<file path="config.mk">
export PLATFORM = sky130hd
export DESIGN_NAME = keypad_scan_repeat_fifo
export DESIGN_NICKNAME = d
export VERILOG_FILES = /design/src/rtl/ksr_pkg.sv /design/src/rtl/ksr_ram.sv /design/src/rtl/keypad_scan_repeat_fifo.sv
export SDC_FILE = /design/constraint.sdc
export NUM_CORES = 1
export LEC_CHECK = 0
export ABC_AREA = 1
export BUFFER_PORTS_ARGS = -buffer_cell sky130_fd_sc_hd__buf_4
export CAP_MARGIN = 5
export CORE_MARGIN = 2
export CORE_UTILIZATION = 46
export DETAILED_ROUTE_END_ITERATION = 10
export GPL_ROUTABILITY_DRIVEN = 0
export GPL_TIMING_DRIVEN = 0
export SLEW_MARGIN = 30
export SYNTH_ARGS = -nofsm -noshare
export SYNTH_HDL_FRONTEND = slang
export SYNTH_HIERARCHICAL = 1
export SYNTH_SLANG_ARGS = --single-unit
</file>
<file path="constraint.sdc">
create_clock -name clk -period 4.7 [get_ports clk]
set_input_delay 0.47 -clock clk [delete_from_list [all_inputs] [get_ports clk]]
set_output_delay 0.47 -clock clk [all_outputs]
set_load 0.05 [all_outputs]
</file>
<file path="src/rtl/ksr_pkg.sv">
// Shared types and constants for the keypad scanner with repeat and key FIFO.
package ksr_pkg;

  localparam int ROWS_DEFAULT         = 2;
  localparam int COLS_DEFAULT         = 2;
  localparam int BUFFER_DEPTH_DEFAULT = 16;

  localparam int MATRIX_WIDTH = 4;
  localparam int CODE_WIDTH   = 8;
  localparam int PENDING_WIDTH = 5;
  localparam int CFG_WIDTH    = 8;
  localparam int CFG_INDEX_WIDTH = 2;

  localparam logic [CODE_WIDTH-1:0] EMPTY_CODE = 8'hFF;

  // register indexes on the configuration port
  localparam logic [CFG_INDEX_WIDTH-1:0] REG_REPEAT_START_DELAY = 2'd0;
  localparam logic [CFG_INDEX_WIDTH-1:0] REG_REPEAT_DELAY       = 2'd1;
  localparam logic [CFG_INDEX_WIDTH-1:0] REG_SHIFT_ONE_OFFSET   = 2'd2;
  localparam logic [CFG_INDEX_WIDTH-1:0] REG_SHIFT_TWO_OFFSET   = 2'd3;

  localparam logic [7:0] RESET_REPEAT_START_DELAY = 8'd50;
  localparam logic [7:0] RESET_REPEAT_DELAY       = 8'd10;
  localparam logic [6:0] RESET_SHIFT_ONE_OFFSET   = 7'd4;
  localparam logic [6:0] RESET_SHIFT_TWO_OFFSET   = 7'd8;

  // item mode
  localparam logic MODE_TICK = 1'b0;
  localparam logic MODE_READ = 1'b1;

  typedef struct packed {
    logic                    mode;
    logic [MATRIX_WIDTH-1:0] key_matrix;
    logic [1:0]              shift_keys;
  } req_t;

  typedef struct packed {
    logic                     read_valid;
    logic [CODE_WIDTH-1:0]    key_code;
    logic [PENDING_WIDTH-1:0] pending_count;
  } rsp_t;

endpackage

</file>
<file path="src/rtl/ksr_ram.sv">
// Generic single-write, single-read RAM with registered read data.
module ksr_ram #(
  parameter int WIDTH = 8,
  parameter int DEPTH = 16
) (
  input  logic                     clk,
  input  logic                     wr_en,
  input  logic [$clog2(DEPTH)-1:0] wr_addr,
  input  logic [WIDTH-1:0]         wr_data,
  input  logic                     rd_en,
  input  logic [$clog2(DEPTH)-1:0] rd_addr,
  output logic [WIDTH-1:0]         rd_data
);

  logic [WIDTH-1:0] mem [DEPTH];

  always_ff @(posedge clk) begin
    if (wr_en) begin
      mem[wr_addr] <= wr_data;
    end
    if (rd_en) begin
      rd_data <= mem[rd_addr];
    end
  end

endmodule

</file>
<file path="src/rtl/keypad_scan_repeat_fifo.sv">
// Keypad scanner: debounce, auto-repeat and key-code FIFO, top level.
//
//   channel  | dir | handshake                  | payload
//   req      | in  | req_valid / req_stall      | mode, key_matrix, shift_keys
//   rsp      | out | rsp_valid / rsp_stall      | read_valid, key_code, pending_count
//   cfg      | in  | cfg_write                  | cfg_index, cfg_data
//
// One item per cycle sustained while req_stall is low; after its item is accepted,
// a result passes the code RAM read register, then the output register.
// Scan state and FIFO pointers update in the accept cycle, so items chain
// back to back; the code RAM is written and read at most once per cycle.
// Reset clears control state only; the code RAM needs no clearing pass.
// req_stall rises only when both the RAM stage and the output register are
// full and rsp_stall is high.
module keypad_scan_repeat_fifo #(
  parameter int ROWS         = ksr_pkg::ROWS_DEFAULT,
  parameter int COLS         = ksr_pkg::COLS_DEFAULT,
  parameter int BUFFER_DEPTH = ksr_pkg::BUFFER_DEPTH_DEFAULT
) (
  input  logic                                clk,
  input  logic                                rst,
  input  logic                                req_valid,
  output logic                                req_stall,
  input  ksr_pkg::req_t                       req,
  output logic                                rsp_valid,
  input  logic                                rsp_stall,
  output ksr_pkg::rsp_t                       rsp,
  input  logic                                cfg_write,
  input  logic [ksr_pkg::CFG_INDEX_WIDTH-1:0] cfg_index,
  input  logic [ksr_pkg::CFG_WIDTH-1:0]       cfg_data
);

  localparam int AW = $clog2(BUFFER_DEPTH);
  localparam int CW = $clog2(BUFFER_DEPTH + 1);
  localparam int NKEY = (ROWS * COLS < ksr_pkg::MATRIX_WIDTH) ? ROWS * COLS
                                                              : ksr_pkg::MATRIX_WIDTH;
  localparam logic [ksr_pkg::MATRIX_WIDTH-1:0] KEY_MASK =
    ksr_pkg::MATRIX_WIDTH'((1 << NKEY) - 1);
  localparam logic [AW-1:0] LAST_ADDR = AW'(BUFFER_DEPTH - 1);
  localparam logic [CW-1:0] FULL_COUNT = CW'(BUFFER_DEPTH);

  localparam logic [1:0] PHASE_UP          = 2'd0;
  localparam logic [1:0] PHASE_DEBOUNCE    = 2'd1;
  localparam logic [1:0] PHASE_START_WAIT  = 2'd2;
  localparam logic [1:0] PHASE_REPEAT_WAIT = 2'd3;

  // configuration
  logic [7:0] repeat_start_delay;
  logic [7:0] repeat_delay;
  logic [6:0] shift_one_offset;
  logic [6:0] shift_two_offset;

  always_ff @(posedge clk) begin
    if (rst) begin
      repeat_start_delay <= ksr_pkg::RESET_REPEAT_START_DELAY;
      repeat_delay       <= ksr_pkg::RESET_REPEAT_DELAY;
      shift_one_offset   <= ksr_pkg::RESET_SHIFT_ONE_OFFSET;
      shift_two_offset   <= ksr_pkg::RESET_SHIFT_TWO_OFFSET;
    end else if (cfg_write) begin
      case (cfg_index)
        ksr_pkg::REG_REPEAT_START_DELAY: repeat_start_delay <= cfg_data;
        ksr_pkg::REG_REPEAT_DELAY:       repeat_delay       <= cfg_data;
        ksr_pkg::REG_SHIFT_ONE_OFFSET:   shift_one_offset   <= cfg_data[6:0];
        ksr_pkg::REG_SHIFT_TWO_OFFSET:   shift_two_offset   <= cfg_data[6:0];
        default: ;
      endcase
    end
  end

  // scan and FIFO control state
  logic [1:0]    scan_phase, scan_phase_next;
  logic [7:0]    start_countdown, start_countdown_next;
  logic [7:0]    repeat_countdown, repeat_countdown_next;
  logic [AW-1:0] write_pointer, read_pointer;
  logic [CW-1:0] stored_count, stored_count_next;

  // pipeline: RAM read stage, then output register
  logic          a_valid;
  logic          a_pop;
  logic [CW-1:0] a_count;
  logic          o_valid;
  logic          o_read_valid;
  logic [7:0]    o_code;
  logic [CW-1:0] o_count;
  logic [7:0]    ram_rd_data;

  logic accept;
  logic a_move;

  assign a_move    = a_valid && (!o_valid || !rsp_stall);
  assign req_stall = a_valid && !a_move;
  assign accept    = req_valid && !req_stall;

  // key decode: lowest row with a key down, lowest column in it
  logic [ksr_pkg::MATRIX_WIDTH-1:0] matrix;
  logic       down;
  logic       found;
  logic [7:0] key_base;
  logic [7:0] key_code;

  assign matrix = req.key_matrix & KEY_MASK;
  assign down   = |matrix;

  always_comb begin
    found    = 1'b0;
    key_base = 8'd0;
    for (int r = 0; r < ROWS; r++) begin
      for (int c = 0; c < COLS; c++) begin
        if (!found && (r * COLS + c < ksr_pkg::MATRIX_WIDTH)) begin
          if (matrix[(r * COLS + c) % ksr_pkg::MATRIX_WIDTH]) begin
            found    = 1'b1;
            key_base = 8'(r * COLS + c);
          end
        end
      end
    end
    key_code = key_base
             + (req.shift_keys[0] ? {1'b0, shift_one_offset} : 8'd0)
             + (req.shift_keys[1] ? {1'b0, shift_two_offset} : 8'd0);
  end

  logic push_req;
  logic push;
  logic pop;

  always_comb begin
    scan_phase_next       = scan_phase;
    start_countdown_next  = start_countdown;
    repeat_countdown_next = repeat_countdown;
    push_req              = 1'b0;
    case (scan_phase)
      PHASE_UP: begin
        if (down) begin
          scan_phase_next = PHASE_DEBOUNCE;
        end
      end
      PHASE_DEBOUNCE: begin
        if (down) begin
          push_req             = 1'b1;
          start_countdown_next = repeat_start_delay;
          scan_phase_next      = PHASE_START_WAIT;
        end else begin
          scan_phase_next = PHASE_UP;
        end
      end
      PHASE_START_WAIT: begin
        if (!down) begin
          scan_phase_next = PHASE_DEBOUNCE;
        end else if (start_countdown != 8'd0) begin
          start_countdown_next = start_countdown - 8'd1;
          if (start_countdown == 8'd1) begin
            push_req              = 1'b1;
            repeat_countdown_next = repeat_delay;
            scan_phase_next       = PHASE_REPEAT_WAIT;
          end
        end
      end
      default: begin
        if (!down) begin
          scan_phase_next = PHASE_DEBOUNCE;
        end else if (repeat_countdown != 8'd0) begin
          repeat_countdown_next = repeat_countdown - 8'd1;
          if (repeat_countdown == 8'd1) begin
            push_req              = 1'b1;
            repeat_countdown_next = repeat_delay;
          end
        end
      end
    endcase
  end

  assign push = accept && (req.mode == ksr_pkg::MODE_TICK) && push_req
             && (stored_count != FULL_COUNT);
  assign pop  = accept && (req.mode == ksr_pkg::MODE_READ) && (stored_count != '0);

  always_comb begin
    stored_count_next = stored_count;
    if (push) begin
      stored_count_next = stored_count + CW'(1);
    end else if (pop) begin
      stored_count_next = stored_count - CW'(1);
    end
  end

  always_ff @(posedge clk) begin
    if (rst) begin
      scan_phase       <= PHASE_UP;
      start_countdown  <= 8'd0;
      repeat_countdown <= 8'd0;
      write_pointer    <= '0;
      read_pointer     <= '0;
      stored_count     <= '0;
    end else begin
      if (accept && (req.mode == ksr_pkg::MODE_TICK)) begin
        scan_phase       <= scan_phase_next;
        start_countdown  <= start_countdown_next;
        repeat_countdown <= repeat_countdown_next;
      end
      if (push) begin
        write_pointer <= (write_pointer == LAST_ADDR) ? '0 : write_pointer + AW'(1);
      end
      if (pop) begin
        read_pointer <= (read_pointer == LAST_ADDR) ? '0 : read_pointer + AW'(1);
      end
      stored_count <= stored_count_next;
    end
  end

  // a pop reads the RAM in the accept cycle; entries are always written in
  // an earlier cycle, so no bypass is needed
  ksr_ram #(
    .WIDTH (ksr_pkg::CODE_WIDTH),
    .DEPTH (BUFFER_DEPTH)
  ) u_code_ram (
    .clk     (clk),
    .wr_en   (push),
    .wr_addr (write_pointer),
    .wr_data (key_code),
    .rd_en   (pop),
    .rd_addr (read_pointer),
    .rd_data (ram_rd_data)
  );

  always_ff @(posedge clk) begin
    if (rst) begin
      a_valid <= 1'b0;
    end else if (accept) begin
      a_valid <= 1'b1;
    end else if (a_move) begin
      a_valid <= 1'b0;
    end
  end

  always_ff @(posedge clk) begin
    if (accept) begin
      a_pop   <= pop;
      a_count <= stored_count_next;
    end
  end

  always_ff @(posedge clk) begin
    if (rst) begin
      o_valid <= 1'b0;
    end else if (a_move) begin
      o_valid <= 1'b1;
    end else if (!rsp_stall) begin
      o_valid <= 1'b0;
    end
  end

  always_ff @(posedge clk) begin
    if (a_move) begin
      o_read_valid <= a_pop;
      o_code       <= a_pop ? ram_rd_data : ksr_pkg::EMPTY_CODE;
      o_count      <= a_count;
    end
  end

  assign rsp_valid          = o_valid;
  assign rsp.read_valid     = o_read_valid;
  assign rsp.key_code       = o_code;
  assign rsp.pending_count  = ksr_pkg::PENDING_WIDTH'(o_count);

`ifndef SYNTH
  a_count_bound: assert property (@(posedge clk) disable iff (rst)
    stored_count <= FULL_COUNT)
    else $error("stored count above buffer depth");

  a_empty_ptrs: assert property (@(posedge clk) disable iff (rst)
    stored_count == '0 |-> write_pointer == read_pointer)
    else $error("empty buffer with unequal pointers");

  a_pop_count: assert property (@(posedge clk) disable iff (rst)
    pop |=> stored_count == $past(stored_count) - CW'(1))
    else $error("pop did not decrement count");

  a_stall_cause: assert property (@(posedge clk) disable iff (rst)
    req_stall |-> a_valid && o_valid && rsp_stall)
    else $error("input stalled with room in pipeline");

  a_read_flag: assert property (@(posedge clk) disable iff (rst)
    a_move && !a_pop |=> rsp.key_code == ksr_pkg::EMPTY_CODE && !rsp.read_valid)
    else $error("non-pop beat carries a code");
`endif

endmodule

</file>
==> summary.md, run 1 <==
| Metric | Value |
|---|---|
| Fmax | `a little under 0.3 GHz` |
| Leak | `5.27 nW` |
| Root Driver | `clkbuf_16` |
| Tot GR Track Use | `20.5%` |
| Largest net degree at the start of global routing | `17` |
| DRT iter0 DRCs | `approximately 540` |
| Drt first pass iters | `5` |
| Slew of the pin with the lowest slew margin | `0.986 ns` |
| Std cell rows | `54` |
| Mean Syn Cell Area | `roughly 9 µm²` |
| Synth-to-Final Area Change | `14.4%` |
| First-pass GRT wire length | `between 30 and 40 mm` |
| Crit path kind | `in -> reg` |
| Initial Util | `a little under half` |
| CTS tree | `built` |
| Buffers added on ports | `37` |
| Dpl ws | `between 0.8 and 0.9 ns` |
| Layout cell share with drive strength beyond 1 | `between 10% and 20%` |
| Via Count | `around 7.5k` |
| GR Overflow Total | `0` |
| Vias per cell | `4.97` |
| Worst Path Max Fanout | `16` |
| Worst Path Required | `just under 5 ns` |
| Int Pwr | `~3.5 mW` |
| Setup crit end kind | `flop` |
| Outcome | `completed` |
| Max Slew Vio Count | `0` |
| Sequential fraction of the synthesis area | `~57%` |
| Area of the mapped netlist | `0.0104 mm²` |
| Post-cts sizing count | `0` |
| Number of fill cells | `roughly 2.0k` |
| Mapped Cells | `between 1k and 1.5k` |
| Hold_ws | `approximately 0.2 ns` |
| Die area | `between 0.02 and 0.025 mm²` |
| Number of max-cap violations | `0` |
| Cells after DPL | `roughly 1.5k` |
| Vias in the first global route | `around 7k` |
| Final period utilization | `71.5%` |
| Initial antenna violation count | `1` |
| RR Startpoint | `shift_one_offset[1]$_SDFFE_PP0P_` |
| Post-route clock skew | `about 0.024 ns` |
| Fin worst setup slack | `~1.3 ns` |
| DPL Wire Length | `16.5 mm` |
| Clock sink count | `roughly 220` |
| DR WL/cell | `between 15 and 20 µm` |
| Clock network fraction of total power | `between 40% and 50%` |
| DRC Markers | `0` |
| Total CTS buffers | `24` |
| Post-CTS Setup Inserts | `0` |
| Setup crit start kind | `primary input` |
| Fin cells | `between 1.5k and 2k` |
| Hold Crit Class | `in -> reg` |
| Comb power frac | `between 10 and 15%` |
| Hold buffers post-CTS | `0` |
| Final setup violation count | `0` |
| Crit path DAT | `about 3.6 ns` |
| Netlist cell types | `slightly above 40` |
| Min-delay src | `rst` |
| Pwr/cell area | `399 mW/mm²` |
| Drt total wl | `around 24 mm` |
| Final core utilization | `between 50% and 60%` |
| H-tree Lvls | `1` |
| Nets | `between 1k and 1.5k` |
| Fin Setup TNS | `0 ns` |
| Crit path from | `req[3]` |
| Switch share | `roughly 26%` |
| Flop pwr share | `a little under half` |
| Fin crit period | `between 3 and 4 ns` |
| Clock Path Buffers | `3` |
| Area of the core | `about 0.022 mm²` |
| # IOs | `38` |
| Max VDD drop | `approximately 210 µV` |
| Inserted Diodes | `0` |
| Synth Warn # | `6` |
| Clock latency on the worst-skew pair | `between 0.5 and 0.6 ns` |
| Detail Route Antenna Nets | `0` |
| RSZ-0062 raised after global routing | `no` |
| Relative slew margins | `between 30% and 40%` |
| Die Wd | `~150 µm` |
| P_sw | `1.22 mW` |
| Final hold vios | `0` |
| Mapped Nets | `about 1.2k` |
| Chip height | `between 150 and 200 µm` |
| Worst-path clk slew | `0.06 ns` |
| Register bit count reported by yosys | `219` |
==> routing by layer <==
metal  routed length, µm  vias up  global-route usage (%)
li1                    -     3792                       -
met1               11000     3423                    29.9
met2               10500      247                    32.2
met3                1790       37                    2.90
met4                 473        0                    5.65
met5                   0        -                       0
==> critical path, stage by stage <==
cell and delay, ns:
buf_4 0.11, inv_1 0.09, nand2_2 0.07, nor3_4 0.36, inv_2 0.14, nand3_1 0.13, fa_1 0.39, inv_1 0.07
ha_1 0.17, inv_1 0.06, fa_1 0.43, o21ai_0 0.40, xor2_2 0.67
==> cells in the final DEF, fill, tap and decap left out, types with 25 or more instances in the layout <==
cell,instances
inv_1,181
edfxtp_1,156
o21ai_0,42
nand2_1,289
buf_4,43
a21oi_1,29
dfxtp_1,63
nor2_1,108
nand3_1,129
clkbuf_16,25
==> power groups by stage <==
stage                     registers (mW)  clock network [mW]  logic (mW)
after floorplan                     2.24                   0       0.419
after global placement              2.22                   0       0.629
after detailed placement            2.22                   0       0.640
after CTS                           2.18                1.93       0.644
after global routing                2.19                2.02       0.726
final                               2.18                1.90       0.644
==> registers in the layout (all words and copies together) (netlist names), 7 cells and up <==
| name | flops |
|---|---|
| u_code_ram/mem | 128 |
| u_code_ram/rd_data | 8 |
| shift_one_offset | 7 |
| repeat_countdown | 8 |
| repeat_start_delay | 8 |
| start_countdown | 8 |
| repeat_delay | 8 |
| shift_two_offset | 7 |
| o_code | 8 |
==> Yosys cell counts (all sizes together) <==
cell	count	area share, %
inv	187	6.8
nand4	2	0.12
a31oi	1	0.060
o32ai	1	0.084
fa	3	0.58
clkinv	1	0.036
a21oi	29	1.4
buf	35	2.5
nand3b	4	0.29
nor3	7	0.65
nor2	122	4.9
o31ai	1	0.072
o21ai	49	2.4
nand2	298	11
nand3	133	6.6
xnor2	8	0.68
a211oi	2	0.14
edfxtp	156	45
xor2	10	0.92
clkbuf	5	0.18
ha	23	2.8
nor3b	1	0.072
or2	3	0.18
o21bai	1	0.072
mux2i	1	0.097
dfxtp	63	12
==> through the flow <==
stage	total power [mW]	area, µm²
finish	4.73	11900
global route	4.93	11900
CTS	4.76	11900
detailed placement	2.86	11100
global placement	2.85	11000
floorplan	2.66	10400
==> path summary, 6_finish.rpt <==
| check | slack, ns | cells after the start | end |
|---|---|---|---|
| worst min-delay path | 0.20 | 2 | repeat_countdown[2]$_SDFFE_PP0P_ |
| worst min register to register | 0.42 | 0 | o_count[0]$_DFFE_PP_ |
| worst max-delay path | 1.34 | 13 | u_code_ram/mem[1][5]$_DFFE_PP_ |
| worst max register to register | 1.74 | 8 | u_code_ram/mem[1][5]$_DFFE_PP_ |
==> cells by family (layout without fill, tap and decap cells) <==
logic type	Yosys count	after routing	share of synthesized area (%)
AND/OR/NAND/NOR	570	570	23.9
buffers and inverters	228	311	9.46
flip-flops	219	219	57.3
AO/OA/AOI/OAI	84	84	4.24
adder cells (fa/ha/maj)	26	26	3.36
XOR/XNOR	18	18	1.59
multiplexers	1	1	0.0966
==> final cells by class <==
cell class	count	area (µm²)	share of cell area, %
clock buffer	30	654	5.52
inverter	188	706	5.95
multi-input combinational	699	3480	29.3
sequential	219	5950	50.1
timing repair buffer	39	300	2.53
clock inverter	14	149	1.26
buffer	40	275	2.32
tap	280	350	2.95
No activity file was read; power rests on OpenSTA's default activity.
==> run 2, diff against run 1 <==
==> constraint.sdc (replaced) <==
create_clock -name clk -period 3.3 [get_ports clk]
set_input_delay 0.33 -clock clk [delete_from_list [all_inputs] [get_ports clk]]
set_output_delay 0.33 -clock clk [all_outputs]
set_load 0.05 [all_outputs]
==> run 2 against run 1 <==
  * Largest power group unchanged
  * Clock skew about the same
  * Critical path depth is 4 higher
  * Total power increased by 43%
  * Sequential share of layout area decreased by 0.063 points
  * Via count barely moved
  * Critical path type unchanged
==> summary.md, run 2 (same netlist as run 1, synthesis figures left out) <==
| Metric | Value |
|---|---|
| Drt first pass iters | `7` |
| Die area | `about 0.024 mm²` |
| Placed cell areas | `approximately 0.011 mm²` |
| Layout cell share with drive strength beyond 1 | `12.9%` |
| Met3 wire length | `1.71 mm` |
| Setup crit end kind | `flop` |
| Initial antenna violation count | `1` |
| Clock sink count | `between 200 and 250` |
| Buffers added on ports | `37` |
| Via Count | `~7.5k` |
| Die Wd | `around 150 µm` |
| Metal2 WL | `10.4 mm` |
| Final setup violation count | `0` |
| Worst-path clk slew | `roughly 0.060 ns` |
| Vias per cell | `4.97` |
| GR Overflow Total | `0` |
| Setup crit start kind | `primary input` |
| RSZ-0062 raised after global routing | `no` |
| Hold buffers post-CTS | `0` |
| Number of max-cap violations | `0` |
| Max layer used | `met4` |
| DR WL/cell | `approximately 16 µm` |
| H-tree Lvls | `1` |
| First-pass GRT wire length | `approximately 38 mm` |
| Number of fill cells | `roughly 2.0k` |
| Final core utilization | `between 50 and 60%` |
| Chip height | `between 150 and 200 µm` |
| Fmax | `0.328 GHz` |
| Hold Crit Class | `in -> reg` |
| Root Driver | `clkbuf_16` |
| DRT iter0 DRCs | `531` |
| DPL Wire Length | `16.5 mm` |
| DRT met1 WL | `11.1 mm` |
| Inserted Diodes | `0` |
| Vias in the first global route | `approximately 7k` |
| Post-route design area | `about 0.012 mm²` |
| Total CTS buffers | `24` |
| Synth-to-Final Area Change | `14.6%` |
| Largest net degree at the start of global routing | `17` |
| Leak | `approximately 5.3 nW` |
| Area of the multi-input gates | `0.00350 mm²` |
| Drt total wl | `between 20 and 25 mm` |
| Fin cells | `1509` |
| Outcome | `completed` |
| Cells after DPL | `roughly 1.5k` |
| Register area | `between 0.005 and 0.006 mm²` |
| Reg2reg path depth | `10` |
| DRC Markers | `0` |
| Commonest non-fill, non-tap cell in the layout | `nand2_1` |
| Relative slew margins | `roughly 33%` |
| Std cell rows | `54` |
| Nets | `~1.3k` |
| Max FFs per register | `about 130` |
| Area of the core | `0.0220 mm²` |
| Most frequent cells in the layout | `nand2_1 (289), inv_1 (181), edfxtp_1 (156)` |
| Crit path DAT | `about 3.4 ns` |
| # IOs | `38` |
| Worst Hold Depth | `2` |
| Slew of the pin with the lowest slew margin | `approximately 1 ns` |
| Max Slew Vio Count | `0` |
| Worst Path Required | `approximately 3.7 ns` |
| Fin crit period | `3.05 ns` |
| Worst Path Max Fanout | `12` |
| Detail Route Antenna Nets | `0` |
| Post-route clock skew | `0.0240 ns` |
| Final period utilization | `a little over 90%` |
| Clock latency on the worst-skew pair | `~0.52 ns` |
| Tot GR Track Use | `between 20% and 30%` |
| CTS tree | `built` |
| Initial Util | `47.2%` |
| Final hold vios | `0` |
| Crit path kind | `in -> reg` |
| Pwr/cell area | `around 570 mW/mm²` |
| Top reg by flops | `u_code_ram/mem` |
| Clock Path Buffers | `3` |
| Max VDD drop | `roughly 300 µV` |
## run 2: cell counts in the layout (fill, tap and decap cells not counted)
No cell type changed its count.
## run 2: stage by stage
stage          power, mW  setup slack [ns]  TNS (ns)  hold WS, ns
2_1_floorplan       3.78             0.131         0        0.399
3_3_place_gp        4.06             -1.23    -56.60        0.405
3_5_place_dp        4.08            -0.440    -13.36        0.405
4_1_cts             6.78            0.0779         0       0.0339
5_1_grt             7.02            0.0107         0       0.0400
6_report            6.74             0.248         0       0.0547
## run 2: worst paths after layout
kind | from | to | slack [ns]
max | req[3] | u_code_ram/mem[7][7]$_DFFE_PP_ | 0.25
max reg2reg | scan_phase[1]$_SDFFE_PP0P_ | u_code_ram/mem[13][0]$_DFFE_PP_ | 0.40
min | rst | repeat_countdown[2]$_SDFFE_PP0P_ | 0.05
min reg2reg | a_count[0]$_DFFE_PP_ | o_count[0]$_DFFE_PP_ | 0.42
## run 2: area by class of cell
class	instances	share of cell area, %
Sequential cell	219	50.1
Multi-Input combinational cell	699	29.4
Inverter	188	5.94
Clock buffer	30	5.51
Tap cell	280	2.95
Timing Repair Buffer	39	2.53
Buffer	40	2.32
Clock inverter	14	1.25
## run 2: power by group
group	total (mW)	switching (mW)	internal [mW]
Clock	2.71	1.07	1.64
Combinational	0.919	0.624	0.295
Sequential	3.11	0.0446	3.06
Total	6.74	1.74	5.00
## run 2: repair_timing
item                                    in CTS  in global routing
setup buffers                                0                  0
endpoints found under the setup margin       0                 28
resized for setup                            0                  3
## run 2: per-layer routing
| layer | vias up | GRT usage, % |
|---|---|---|
| li1 | 3792 | - |
| met1 | 3430 | 29.9 |
| met2 | 239 | 32.2 |
| met3 | 43 | 2.90 |
| met4 | 0 | 5.65 |
| met5 | - | 0 |
## run 2: critical path: stages
cell and delay [ns]:
buf_4 0.11, inv_1 0.09, nand2_2 0.07, nor3_4 0.36, inv_2 0.14, nand3_1 0.13
fa_1 0.39, inv_1 0.07, ha_1 0.17, inv_1 0.06, fa_1 0.44, o21ai_2 0.29
a21oi_1 0.10, nor2_1 0.09, nor2_1 0.07, xnor2_2 0.28, buf_6 0.22
==> run 3, diff against run 2 <==
--- a/config.mk
+++ b/config.mk
@@ -6,13 +6,14 @@
 export NUM_CORES = 1
 export LEC_CHECK = 0
 export ABC_AREA = 1
-export BUFFER_PORTS_ARGS = -buffer_cell sky130_fd_sc_hd__buf_4
+export BUFFER_PORTS_ARGS = -buffer_cell sky130_fd_sc_hd__buf_2
 export CAP_MARGIN = 5
 export CORE_MARGIN = 2
 export CORE_UTILIZATION = 46
 export DETAILED_ROUTE_END_ITERATION = 10
 export GPL_ROUTABILITY_DRIVEN = 0
 export GPL_TIMING_DRIVEN = 0
+export PLACE_DENSITY_LB_ADDON = 0.12
 export SLEW_MARGIN = 30
 export SYNTH_ARGS = -nofsm -noshare
 export SYNTH_HDL_FRONTEND = slang
==> run 3 against run 2 <==
  * Non-clock buffer count rose by 1
  * First-iteration DRC count fell by 5.3%
  * Maximum frequency rose by 0.61%
  * Sequential cell count did not move
  * Sequential share of layout area barely moved
  * Core utilization barely moved
  * Global-route usage rose by 0.29 points
  * Worst setup slack improved by 0.019 ns
  * Die area did not move
==> summary.md, run 3 (same netlist as run 1, synthesis figures left out) <==
| Metric | Value |
|---|---|
| DPL Wire Length | `16.8 mm` |
| Clock latency on the worst-skew pair | `0.51 ns` |
| Crit path from | `req[3]` |
| Fin cells | `roughly 1.5k` |
| Drt first pass iters | `4` |
| Crit path kind | `in -> reg` |
| Outcome | `completed` |
| RR Startpoint | `shift_one_offset[1]$_SDFFE_PP0P_` |
| Chip height | `154 µm` |
| # IOs | `38` |
| Vias in the first global route | `approximately 7.1k` |
| Hold_ws | `0.0914 ns` |
| Clock Path Buffers | `3` |
| DR WL/cell | `16.2 µm` |
| Max Slew Vio Count | `0` |
| Largest net degree at the start of global routing | `17` |
| Synth-to-Final Area Change | `14.6%` |
| Nets | `around 1.3k` |
| Cells after DPL | `1465` |
| Post-route clock skew | `0.0111 ns` |
| Worst-path clk slew | `about 0.060 ns` |
| Setup crit end kind | `flop` |
| Pwr Total | `7.04 mW` |
| Fin worst setup slack | `0.267 ns` |
| Inserted Diodes | `0` |
| Buffers added on ports | `37` |
| Commonest non-fill, non-tap cell in the layout | `nand2_1` |
| CP Capture Point | `u_code_ram/mem[9][5]$_DFFE_PP_` |
| Vias per cell | `5.01` |
| Reg2reg path depth | `8` |
| Register area | `around 0.0059 mm²` |
| Number of max-cap violations | `0` |
| Fmax | `between 0.3 and 0.4 GHz` |
| Number of fill cells | `2014` |
| Via Count | `about 7.6k` |
| DRT iter0 DRCs | `503` |
| Pwr/cell area | `a little under 600 mW/mm²` |
| Area of the multi-input gates | `approximately 0.0035 mm²` |
| Initial Util | `about 47%` |
| Layout cell share with drive strength beyond 1 | `a little over an eighth` |
| Setup crit start kind | `primary input` |
| Worst Path Max Fanout | `16` |
| H-tree Lvls | `1` |
| CTS tree | `built` |
| First-pass GRT wire length | `38.6 mm` |
| Relative slew margins | `37.8%` |
| Slew of the pin with the lowest slew margin | `0.930 ns` |
| Fin crit period | `3.03 ns` |
| Max VDD drop | `316 µV` |
| Die Wd | `about 150 µm` |
| Final period utilization | `91.9%` |
| Tot GR Track Use | `20.8%` |
| RSZ-0062 raised after global routing | `no` |
| Std cell rows | `54` |
| Root Driver | `clkbuf_16` |
| Crit path DAT | `about 3.2 ns` |
| Hold Crit Class | `in -> reg` |
| GR Overflow Total | `0` |
| Total CTS buffers | `25` |
| Leak | `5.29 nW` |
| DRC Markers | `0` |
| Area of the core | `approximately 0.022 mm²` |
| Final setup violation count | `0` |
| Drt total wl | `approximately 24 mm` |
| Final hold vios | `0` |
| Top reg by flops | `u_code_ram/mem` |
| Dpl ws | `-0.523 ns` |
| Worst R2R Setup Slack | `approximately 0.36 ns` |
| Die area | `between 0.02 and 0.025 mm²` |
| R2R Path End | `u_code_ram/mem[9][5]$_DFFE_PP_` |
| Detail Route Antenna Nets | `0` |
| Most frequent cells in the layout | `nand2_1 (289), inv_1 (181), edfxtp_1 (156)` |
| Max FFs per register | `around 130` |
| Worst Path Required | `between 3 and 4 ns` |
| Clock sink count | `roughly 220` |
| Initial antenna violation count | `0` |
==> run 3: changes by cell type in the layout (fill, tap and decap cells not counted), sizes merged <==
| cell | delta |
|---|---|
| buf | +1 |
| clkbuf | -3 |
| bufinv | +4 |
==> run 3: worst min-delay path by stage <==
stage          depth (start not counted)                                 end                 start
2_1_floorplan                          1    repeat_countdown[2]$_SDFFE_PP0P_                   rst
3_3_place_gp                           0                o_count[0]$_DFFE_PP_  a_count[0]$_DFFE_PP_
3_5_place_dp                           0                o_count[0]$_DFFE_PP_  a_count[0]$_DFFE_PP_
4_1_cts                                3  repeat_start_delay[7]$_SDFFE_PP0P_           cfg_data[7]
5_1_grt                                3  repeat_start_delay[7]$_SDFFE_PP0P_           cfg_data[7]
6_report                               3  repeat_start_delay[7]$_SDFFE_PP0P_           cfg_data[7]
==> run 3: timing repair <==
| item | 4_1_cts | 5_1_grt |
|---|---|---|
| setup endpoints to repair | 6 | 28 |
| pin swaps | 0 | 1 |
| setup buffers | 0 | 1 |
| gates resized for setup | 1 | 0 |
| cloned | 0 | 0 |
| hold buffers | 0 | 0 |
==> run 3: report_power, final <==
part	switching [mW]	internal, mW	total (mW)
combinational	0.627	0.282	0.909
clock	1.09	1.93	3.02
sequential	0.0442	3.06	3.11
total	1.76	5.28	7.04
==> run 3: area by class of cell <==
class / instances / share of cell area, %
multi-input cells: 699 / 29.3
clock inverters: 18 / 2.28
inverters: 188 / 5.94
well taps: 280 / 2.95
flip-flops and latches: 219 / 50.1
plain buffers: 40 / 2.32
clock buffers: 27 / 5.33
repair buffers: 40 / 1.81
==> run 3: routing by layer <==
layer / up-vias / part of all wire (%) / GRT usage [%]
met4: 0 / 1.7 / 5.16
met2: 199 / 44 / 32.7
met5: - / 0 / 0
met1: 3539 / 48 / 30.5
li1: 3805 / - / -
met3: 29 / 6.2 / 3.04
==> run 3: worst max-delay path, stage by stage <==
cell and delay, ns:
buf_2 0.10, inv_1 0.09, nand2_2 0.07, nor3_4 0.23, inv_2 0.10, nand3_1 0.12
fa_1 0.40, inv_1 0.07, ha_1 0.18, inv_1 0.06, fa_1 0.42, o21ai_1 0.31
xor2_2 0.71
==> run 3: through the flow <==
stage,setup TNS [ns],utilization (%),instance area [µm²]
finish,0,54.1,11900
global route,0,54.1,11900
CTS,0,54.1,11900
detailed placement,-16.09,49.9,11000
global placement,-58.56,49.7,10900
floorplan,0,-,10400
